### src/sv/lmds_pkg.sv
// ----------------------------------------------------------------------------
// lmds_pkg
// Shared types, constants and the digit font for the LED matrix scanner.
// ----------------------------------------------------------------------------
`default_nettype none

package lmds_pkg;

    localparam int NUM_DIGITS  = 10;
    localparam int NUM_COLUMNS = 8;
    localparam int DWELL_WIDTH = 16;

    localparam int DIGIT_W  = 4;
    localparam int FRAME_W  = 8;
    localparam int COL_W    = 3;
    localparam int BYTE_W   = 8;
    localparam int LATCH_W  = 8;
    localparam int CFG_IDX_W = 2;
    localparam int CFG_DATA_W = DWELL_WIDTH;

    // Configuration register indexes.
    localparam logic [CFG_IDX_W-1:0] CFG_DWELL_TICKS      = 2'd0;
    localparam logic [CFG_IDX_W-1:0] CFG_FRAMES_PER_DIGIT = 2'd1;
    localparam logic [CFG_IDX_W-1:0] CFG_LATCH_LOW_TICKS  = 2'd2;

    localparam logic [DWELL_WIDTH-1:0] DWELL_RESET   = DWELL_WIDTH'(100);
    localparam logic [FRAME_W-1:0]     FRAMES_RESET  = 8'd50;
    localparam logic [LATCH_W-1:0]     LATCH_RESET   = 8'd1;

    localparam logic [DIGIT_W-1:0] LAST_DIGIT = DIGIT_W'(NUM_DIGITS - 1);
    localparam logic [BYTE_W-1:0]  COL_SELECT = 8'h80;
    localparam logic [BYTE_W-1:0]  BLANK_BYTE = 8'h00;

    typedef enum logic [2:0] {
        PH_DRIVE  = 3'd0,
        PH_SHIFT  = 3'd1,
        PH_LATCH  = 3'd2,
        PH_DWELL  = 3'd3,
        PH_BSHIFT = 3'd4,
        PH_BLATCH = 3'd5
    } t_phase;

    typedef struct packed {
        logic [DIGIT_W-1:0]     digit;
        logic [FRAME_W-1:0]     frame_count;
        logic [COL_W-1:0]       column;
        t_phase                 phase;
        logic [2:0]             bit_count;
        logic                   half_bit;
        logic [BYTE_W-1:0]      shift_word;
        logic [DWELL_WIDTH-1:0] wait_count;
        logic [BYTE_W-1:0]      column_reg;
        logic                   pin_data;
        logic                   pin_sclk;
        logic                   pin_lclk;
    } t_scan_state;

    typedef struct packed {
        logic [DWELL_WIDTH-1:0] dwell_ticks;
        logic [FRAME_W-1:0]     frames_per_digit;
        logic [LATCH_W-1:0]     latch_low_ticks;
    } t_scan_cfg;

    // Column pattern of each digit glyph; digits without a glyph are blank.
    function automatic logic [BYTE_W-1:0] font_byte(input logic [DIGIT_W-1:0] dig,
                                                    input logic [COL_W-1:0] col);
        logic [63:0] row;
        row = 64'h0;
        case (dig)
            4'd0: row = 64'h007E_8181_8181_7E00;
            4'd1: row = 64'h0000_4141_FF01_0100;
            4'd2: row = 64'h0061_8385_8991_6100;
            4'd3: row = 64'h0066_8189_8989_7E00;
            4'd4: row = 64'h1828_4888_7F08_0800;
            4'd5: row = 64'h0000_F989_8989_8F00;
            4'd6: row = 64'h0000_FF89_8989_8F00;
            4'd7: row = 64'h0000_8080_8080_FF00;
            4'd8: row = 64'h0000_FF89_8989_FF00;
            4'd9: row = 64'h0000_F191_9191_FF00;
            default: row = 64'h0;
        endcase
        // Column 0 sits in the top byte.
        return row[(7 - 32'(col)) * BYTE_W +: BYTE_W];
    endfunction

endpackage

`default_nettype wire

### src/sv/led_matrix_digit_scanner_core.sv
// ----------------------------------------------------------------------------
// led_matrix_digit_scanner_core
// Tick-driven 8x8 LED matrix scanner cycling through the digits.
// ----------------------------------------------------------------------------
// Usage: every input transaction carries one tick (i_run). A tick with run
// high advances the column scan by one step; run low leaves all state as is.
// Each input transaction yields exactly one output transaction carrying the
// column port byte, the serial data, shift clock and latch clock levels, and
// the digit and column being shown, all as they stand after that tick.
// The result of a transaction accepted at one edge is valid from the next
// cycle on. Throughput is one transaction per cycle while the receiver takes
// results; the next-state logic is a single short combinational step that
// feeds the scan state register, which is also the result register.
// o_in_ready is high whenever the result register is empty or is being
// drained in the same cycle, so a stalled receiver holds the result and
// stops new input transactions until it takes it; nothing is dropped.
// Reset (synchronous, active low) restores the default configuration, puts
// the scan at digit 0, column 0, in the column drive phase, with data low
// and both clocks high, and empties the result register.
// Configuration writes take effect at once and should be made while idle.
// ----------------------------------------------------------------------------
`default_nettype none

module led_matrix_digit_scanner_core
    import lmds_pkg::*;
(
    input  wire                    i_clk,
    input  wire                    i_rst_n,
    // configuration write port
    input  wire                    i_cfg_we,
    input  wire [CFG_IDX_W-1:0]    i_cfg_index,
    input  wire [CFG_DATA_W-1:0]   i_cfg_data,
    // tick input channel
    input  wire                    i_in_valid,
    output logic                   o_in_ready,
    input  wire                    i_run,
    // result channel
    output logic                   o_out_valid,
    input  wire                    i_out_ready,
    output logic [BYTE_W-1:0]      o_column_drive,
    output logic                   o_serial_data,
    output logic                   o_shift_clock,
    output logic                   o_latch_clock,
    output logic [DIGIT_W-1:0]     o_digit_shown,
    output logic [COL_W-1:0]       o_column_index
);

    t_scan_cfg   r_cfg;
    t_scan_state r_state;
    t_scan_state n_state;
    logic        r_out_valid;
    logic        in_take;

    // The result register frees up when it is empty or drained this cycle.
    assign o_in_ready = !r_out_valid || i_out_ready;
    assign in_take    = i_in_valid && o_in_ready;

    // Configuration registers; writes beyond the register list are ignored.
    always_ff @(posedge i_clk) begin
        if (!i_rst_n) begin
            r_cfg.dwell_ticks      <= DWELL_RESET;
            r_cfg.frames_per_digit <= FRAMES_RESET;
            r_cfg.latch_low_ticks  <= LATCH_RESET;
        end else if (i_cfg_we) begin
            case (i_cfg_index)
                CFG_DWELL_TICKS:      r_cfg.dwell_ticks      <= i_cfg_data;
                CFG_FRAMES_PER_DIGIT: r_cfg.frames_per_digit <= i_cfg_data[FRAME_W-1:0];
                CFG_LATCH_LOW_TICKS:  r_cfg.latch_low_ticks  <= i_cfg_data[LATCH_W-1:0];
                default: ;
            endcase
        end
    end

    // One tick of scan logic.
    lmds_scan_step u_step (
        .i_cur (r_state),
        .i_cfg (r_cfg),
        .i_run (i_run),
        .o_nxt (n_state)
    );

    // Scan state. The output fields are taken straight from this register,
    // which only moves when a transaction is accepted, so it doubles as the
    // result register and holds steady while the receiver stalls.
    always_ff @(posedge i_clk) begin
        if (!i_rst_n) begin
            r_state.digit       <= '0;
            r_state.frame_count <= '0;
            r_state.column      <= '0;
            r_state.phase       <= PH_DRIVE;
            r_state.bit_count   <= '0;
            r_state.half_bit    <= 1'b0;
            r_state.shift_word  <= '0;
            r_state.wait_count  <= '0;
            r_state.column_reg  <= '0;
            r_state.pin_data    <= 1'b0;
            r_state.pin_sclk    <= 1'b1;
            r_state.pin_lclk    <= 1'b1;
        end else if (in_take) begin
            r_state <= n_state;
        end
    end

    always_ff @(posedge i_clk) begin
        if (!i_rst_n) begin
            r_out_valid <= 1'b0;
        end else if (in_take) begin
            r_out_valid <= 1'b1;
        end else if (i_out_ready) begin
            r_out_valid <= 1'b0;
        end
    end

    assign o_out_valid    = r_out_valid;
    assign o_column_drive = r_state.column_reg;
    assign o_serial_data  = r_state.pin_data;
    assign o_shift_clock  = r_state.pin_sclk;
    assign o_latch_clock  = r_state.pin_lclk;
    assign o_digit_shown  = r_state.digit;
    assign o_column_index = r_state.column;

endmodule

`default_nettype wire

### src/sv/lmds_scan_step.sv
// ----------------------------------------------------------------------------
// lmds_scan_step
// Next-state logic of the scanner for one tick.
// ----------------------------------------------------------------------------
`default_nettype none

module lmds_scan_step
    import lmds_pkg::*;
(
    input  wire t_scan_state i_cur,
    input  wire t_scan_cfg   i_cfg,
    input  wire              i_run,
    output t_scan_state      o_nxt
);

    logic [DWELL_WIDTH-1:0] latch_lim;
    logic [DWELL_WIDTH-1:0] dwell_lim;
    logic [FRAME_W-1:0]     frame_lim;
    logic [DWELL_WIDTH-1:0] wc_inc;
    logic                   shift_done;
    logic                   latch_done;
    logic                   dwell_done;
    logic [COL_W-1:0]       col_inc;
    logic [FRAME_W-1:0]     frame_inc;
    logic [DIGIT_W:0]       digit_inc;
    t_phase                 phase_nxt;

    // Zero counts behave as one.
    assign latch_lim = (i_cfg.latch_low_ticks == '0) ? DWELL_WIDTH'(1)
                                                     : DWELL_WIDTH'(i_cfg.latch_low_ticks);
    assign dwell_lim = (i_cfg.dwell_ticks == '0) ? DWELL_WIDTH'(1) : i_cfg.dwell_ticks;
    assign frame_lim = (i_cfg.frames_per_digit == '0) ? FRAME_W'(1) : i_cfg.frames_per_digit;

    assign wc_inc     = i_cur.wait_count + DWELL_WIDTH'(1);
    assign shift_done = i_cur.half_bit && (i_cur.bit_count == 3'd7);
    assign latch_done = (wc_inc >= latch_lim);
    assign dwell_done = (wc_inc >= dwell_lim);
    assign col_inc    = i_cur.column + COL_W'(1);
    assign frame_inc  = i_cur.frame_count + FRAME_W'(1);
    assign digit_inc  = {1'b0, i_cur.digit} + (DIGIT_W+1)'(1);

    // Phase sequencing.
    always_comb begin
        phase_nxt = i_cur.phase;
        unique case (i_cur.phase)
            PH_DRIVE:  phase_nxt = PH_SHIFT;
            PH_SHIFT:  if (shift_done) phase_nxt = PH_LATCH;
            PH_LATCH:  if (latch_done) phase_nxt = PH_DWELL;
            PH_DWELL:  if (dwell_done) phase_nxt = PH_BSHIFT;
            PH_BSHIFT: if (shift_done) phase_nxt = PH_BLATCH;
            default:   if (latch_done) phase_nxt = PH_DRIVE;
        endcase
    end

    // Datapath and pin levels.
    always_comb begin
        o_nxt = i_cur;
        if (i_run) begin
            o_nxt.phase = phase_nxt;
            unique case (i_cur.phase)
                PH_DRIVE: begin
                    o_nxt.column_reg = ~(COL_SELECT >> i_cur.column);
                    o_nxt.pin_lclk   = 1'b1;
                    o_nxt.shift_word = font_byte(i_cur.digit, i_cur.column);
                    o_nxt.bit_count  = '0;
                    o_nxt.half_bit   = 1'b0;
                end
                PH_SHIFT, PH_BSHIFT: begin
                    if (!i_cur.half_bit) begin
                        o_nxt.pin_data   = i_cur.shift_word[BYTE_W-1];
                        o_nxt.shift_word = {i_cur.shift_word[BYTE_W-2:0], 1'b0};
                        o_nxt.pin_sclk   = 1'b0;
                        o_nxt.half_bit   = 1'b1;
                    end else begin
                        o_nxt.pin_sclk  = 1'b1;
                        o_nxt.half_bit  = 1'b0;
                        o_nxt.bit_count = i_cur.bit_count + 3'd1;
                        if (shift_done) begin
                            o_nxt.wait_count = '0;
                        end
                    end
                end
                PH_LATCH: begin
                    o_nxt.pin_lclk   = 1'b0;
                    o_nxt.wait_count = latch_done ? '0 : wc_inc;
                end
                PH_DWELL: begin
                    o_nxt.pin_lclk   = 1'b1;
                    o_nxt.wait_count = dwell_done ? '0 : wc_inc;
                    if (dwell_done) begin
                        o_nxt.shift_word = BLANK_BYTE;
                        o_nxt.bit_count  = '0;
                        o_nxt.half_bit   = 1'b0;
                    end
                end
                default: begin
                    // Blank latch; the last tick moves on to the next column.
                    o_nxt.pin_lclk   = 1'b0;
                    o_nxt.wait_count = latch_done ? '0 : wc_inc;
                    if (latch_done) begin
                        o_nxt.column = col_inc;
                        if (col_inc == '0) begin
                            if (frame_inc >= frame_lim) begin
                                o_nxt.frame_count = '0;
                                o_nxt.digit = (digit_inc >= (DIGIT_W+1)'(NUM_DIGITS)) ? '0
                                              : digit_inc[DIGIT_W-1:0];
                            end else begin
                                o_nxt.frame_count = frame_inc;
                            end
                        end
                    end
                end
            endcase
        end
    end

endmodule

`default_nettype wire
### config.mk
export PLATFORM = sky130hd
export DESIGN_NAME = led_matrix_digit_scanner_core
export DESIGN_NICKNAME = d
export VERILOG_FILES = /design/src/sv/lmds_pkg.sv /design/src/sv/led_matrix_digit_scanner_core.sv /design/src/sv/lmds_scan_step.sv
export SDC_FILE = /design/constraint.sdc
export NUM_CORES = 1
export LEC_CHECK = 0
export BUFFER_PORTS_ARGS = -buffer_cell sky130_fd_sc_hd__clkbuf_2
export CORE_MARGIN = 2
export CORE_UTILIZATION = 40
export CTS_CLUSTER_DIAMETER = 80
export DETAILED_ROUTE_END_ITERATION = 10
export PLACE_DENSITY = 0.55
export SYNTH_ARGS = -nofsm -noshare
export SYNTH_HDL_FRONTEND = slang
export SYNTH_SLANG_ARGS = --single-unit
export TNS_END_PERCENT = 10
### constraint.sdc
create_clock -name i_clk -period 4.7 [get_ports i_clk]
set_input_delay 0.47 -clock i_clk [delete_from_list [all_inputs] [get_ports i_clk]]
set_output_delay 0.47 -clock i_clk [all_outputs]
set_load 0.03 [all_outputs]
==> impl_results.md <==
* HPWL Detailed at 11900 microns
* Relative slew slack at 25.0%
* Worst setup SP type: register
* Row count at 47
* Number of H-tree levels at 4
* Die X at 133 microns
* Ratio of cells with drive above 1 in the final layout at approximately 14%
* Total congestion overflow after global routing at 0
* Die footprint at between 15000 and 20000 sq um
* Gate power share at around 5.8%
* Number of sinks driven by the clock tree at 120
* #FFs+latches synth at between 100 and 150
* Placeable core area at around 16000 sq um
* Least-Margin Pin Slew at roughly 1.1 ns
* Final nets at 890
* TritonCTS clock tree: done
* Status: completed
* Family of cells with the greatest summed delay on the critical path: simple AND/OR/NAND/NOR gates
* Worst skew pair latency at ~0.42 ns
* Peak Freq at about 0.24 GHz
* Fill count at around 1600
* Cell area after technology mapping at approximately 6600 sq um
* Count of yosys warnings during synthesis at 0
* Number of DRC markers after the initial detailed-route iteration at 454
* Type of element capturing the critical path: register
* DP Area at around 7000 sq um
* Worst reg2reg path depth at 15
* Number of distinct library cells after synthesis at around 70
* First-pass detailed-route iteration total at 5
* P_int at ~2 mW
* Count of antenna-violating nets left after detailed routing at 0
* CTS clock-pin slew for the worst setup and hold paths at around 0.060 ns
* Required time at the endpoint of the critical path at ~5.1 ns
* Min-Delay Path Class: in2reg
* Via count normalized by instance count at roughly 5.4
* Setup slack at placement at approximately 0.43 ns
* Net Switching at 623 uW
* CP Class: reg2reg
* Cell breakdown of the critical path: ha_1 -> nand3_2 -> or2_2 -> xnor2_1 -> ha_1 -> nand2_1 -> o21ai_0 -> nor3_1 -> nor4b_4 -> a21oi_4 -> mux2i_2 -> ha_1 -> inv_1 -> or3_1 -> a21oi_1
* Initial cell density of the core at 40.5%
* Fraction of power spent switching nets at a little under a quarter
* Setup violations, final at 0
* Clock tree root driver cell: clkbuf_16
* Power per cell area at about 350 nW/um^2
* Most common cell type on the critical path: ha_1
* Slowest cell delay on critical path at ~0.47 ns
* Max Fanout on Critical Path at 10
* Total number of cells along the worst setup path at 15
* Min Hold Slack at about 0.27 ns
* Number of global-route vias before repair at 5472
* Static Leak at 3.12 nW
* PnR Total Power at between 2 and 3 mW
* Unrepaired setup endpoints after global routing: no
* Top flip-flop cell by instance count after synthesis: dfxtp_1
* Number of buffers and inverters on the critical path at 1
* Final GP Congestion at just under 0.9
* Worst EP arrival at 4.52 ns
* Area delta synth->final at 14.7%
* Critical-path top delay cell: dfxtp_1
* Diodes inserted at 0
* Slack of the critical path at 0.526 ns
* Final period util at 88.8%
* Async SR Flop Fraction at 0%
* Sequential cell area fraction in the yosys report at between 30% and 40%
* Height of the die at around 130 microns
* Layout Cell Area excl Fill at about 7600 sq um
* GRT Util Overall at 19.5%
* Post-Route Skew at about 0.0094 ns
* Final hold viol count at 0
* Average size of a mapped cell at roughly 8.4 sq um
* Io pins at 44
* Number of cells traversed by the worst hold path at 3
* Number of hold buffers added after cts at 0
* Final worst path period need at 4.17 ns
* Pin count of the biggest net entering global routing at 54
* Clock buffer count from CTS at 17
* Total negative setup slack at 0 ns
* Maxcap violations at 0
* Initial antenna violation count at 0
* Flop pwr share at between 30% and 40%
* Clock power frac at between 50% and 60%
* Count of final max-slew check failures at 0
* Count of port buffers added during placement at 43
* Global-route wire length before repair at between 20000 and 30000 microns
* Total length of routed wires at about 17000 microns
* # DRC at 0
* Detailed-route via count at ~5700
* Syn nets at roughly 870
* Peak supply drop at ~0.00028 V
* Mean routed wirelength per cell at around 16 microns
* Deepest clock path buffer count at 2
* Setup Fix Bufs, Post-CTS at 0
* Number of synthesized flops with an enable pin at 0
* Post-synthesis instance total at about 800
## cells in the final DEF (no fill, tap or decap), types with 5 or more instances in the layout
master | netlist | routed
a211oi_1 | 10 | 10
a21o_1 | 5 | 5
a21oi_1 | 70 | 70
a311oi_1 | 8 | 8
a31oi_1 | 7 | 7
buf_4 | 16 | 9
bufinv_16 | 0 | 5
clkbuf_16 | 0 | 17
clkbuf_2 | 1 | 43
dfxtp_1 | 120 | 120
ha_1 | 53 | 53
inv_1 | 53 | 52
inv_6 | 0 | 5
mux2_2 | 6 | 6
mux2i_1 | 21 | 20
nand2_1 | 87 | 87
nand2b_1 | 9 | 9
nand3_1 | 18 | 18
nand3b_1 | 5 | 5
nand4_1 | 10 | 10
nor2_1 | 69 | 69
nor2b_1 | 12 | 12
nor3_1 | 9 | 9
nor3b_1 | 9 | 8
nor4_1 | 12 | 11
o211ai_1 | 8 | 8
o21ai_0 | 35 | 35
o221ai_1 | 8 | 8
o22ai_1 | 6 | 6
or3_1 | 10 | 10
xnor2_1 | 12 | 12
xor2_1 | 11 | 11
## cell type report
| class | instances | area, sq um | share of cell area [%] |
|---|---|---|---|
| Multi-Input combinational cell | 568 | 3790 | 49.8 |
| Clock buffer | 17 | 425 | 5.58 |
| Inverter | 54 | 203 | 2.66 |
| Timing Repair Buffer | 52 | 283 | 3.71 |
| Clock inverter | 15 | 238 | 3.12 |
| Sequential cell | 120 | 2400 | 31.5 |
| Tap cell | 220 | 275 | 3.61 |
## power groups by stage
| stage | clock network (mW) | registers, mW | logic (mW) |
|---|---|---|---|
| final | 1.46 | 1.05 | 0.155 |
| after global routing | 1.53 | 1.06 | 0.173 |
| after CTS | 1.48 | 1.05 | 0.155 |
| after detailed placement | 0 | 1.08 | 0.155 |
| after global placement | 0 | 1.08 | 0.153 |
| after floorplan | 0 | 1.07 | 0.114 |
## Yosys cell counts (9+ instances only)
library cell,n,share of area (%)
dfxtp_1,120,36
nand2_1,87,4.9
a21oi_1,70,5.3
nor2_1,69,3.9
ha_1,53,10
inv_1,53,3.0
o21ai_0,35,2.6
clkbuf_1,26,1.5
mux2i_1,21,3.2
nand3_1,18,1.4
buf_4,16,1.8
nor2b_1,12,1.1
nor4_1,12,1.1
xnor2_1,12,1.6
xor2_1,11,1.5
a211oi_1,10,1.1
nand4_1,10,0.94
or3_1,10,0.94
nand2b_1,9,0.85
nor3_1,9,0.68
nor3b_1,9,1.0
## worst reg2reg max path, cell delays in order, from the launching register on
cell     delay, ns
dfxtp_1       0.47
ha_1          0.28
nand3_2       0.22
or2_2         0.37
xnor2_1       0.22
ha_1          0.27
nand2_1       0.07
o21ai_0       0.11
nor3_1        0.14
nor4b_4       0.45
a21oi_4       0.19
mux2i_2       0.45
ha_1          0.27
inv_1         0.08
or3_1         0.37
a21oi_1       0.15
## metal layers
metal	vias to the layer above	GRT usage (%)	wire, microns
met5	-	0	0
met4	0	7.53	248
met3	20	3.95	762
met2	146	29.9	7570
met1	2673	26.9	7960
li1	2838	-	-
## per-stage QoR
step                      util, %  cells
after global routing         46.4   1046
final                        46.4   1046
after CTS                    46.4   1046
after global placement       42.4   1014
after detailed placement     42.4   1014
after floorplan                 -    794
## timing repair
action | in CTS | in global routing
endpoints found under the hold margin | 0 | 0
endpoints found under the setup margin | 0 | 1
resized for setup | 0 | 1
## final timing paths
kind | to | slack [ns] | startpoint
setup / recovery | register | 0.53 | r_state[11]$_SDFFE_PN0P_
hold / removal | o_out_valid$_SDFFE_PN0P_ | 0.27 | i_in_valid
setup reg to reg | register | 0.53 | r_state[11]$_SDFFE_PN0P_
hold reg to reg | r_state[52]$_SDFFE_PN0P_ | 0.48 | r_state[52]$_SDFFE_PN0P_
## kinds of logic (layout without fill, tap and decap cells)
| logic type | after synthesis | in the layout | share of synthesized area (%) |
|---|---|---|---|
| flip-flops | 120 | 120 | 36.2 |
| AND/OR/NAND/NOR | 276 | 276 | 20.8 |
| buffers and inverters | 106 | 138 | 7.08 |
| XOR/XNOR | 23 | 23 | 3.03 |
| AO/OA/AOI/OAI | 187 | 187 | 18.2 |
| multiplexers | 29 | 29 | 4.73 |
| adder cells (fa/ha/maj) | 53 | 53 | 9.98 |
Note: power is estimated with default switching activity, not from simulation.
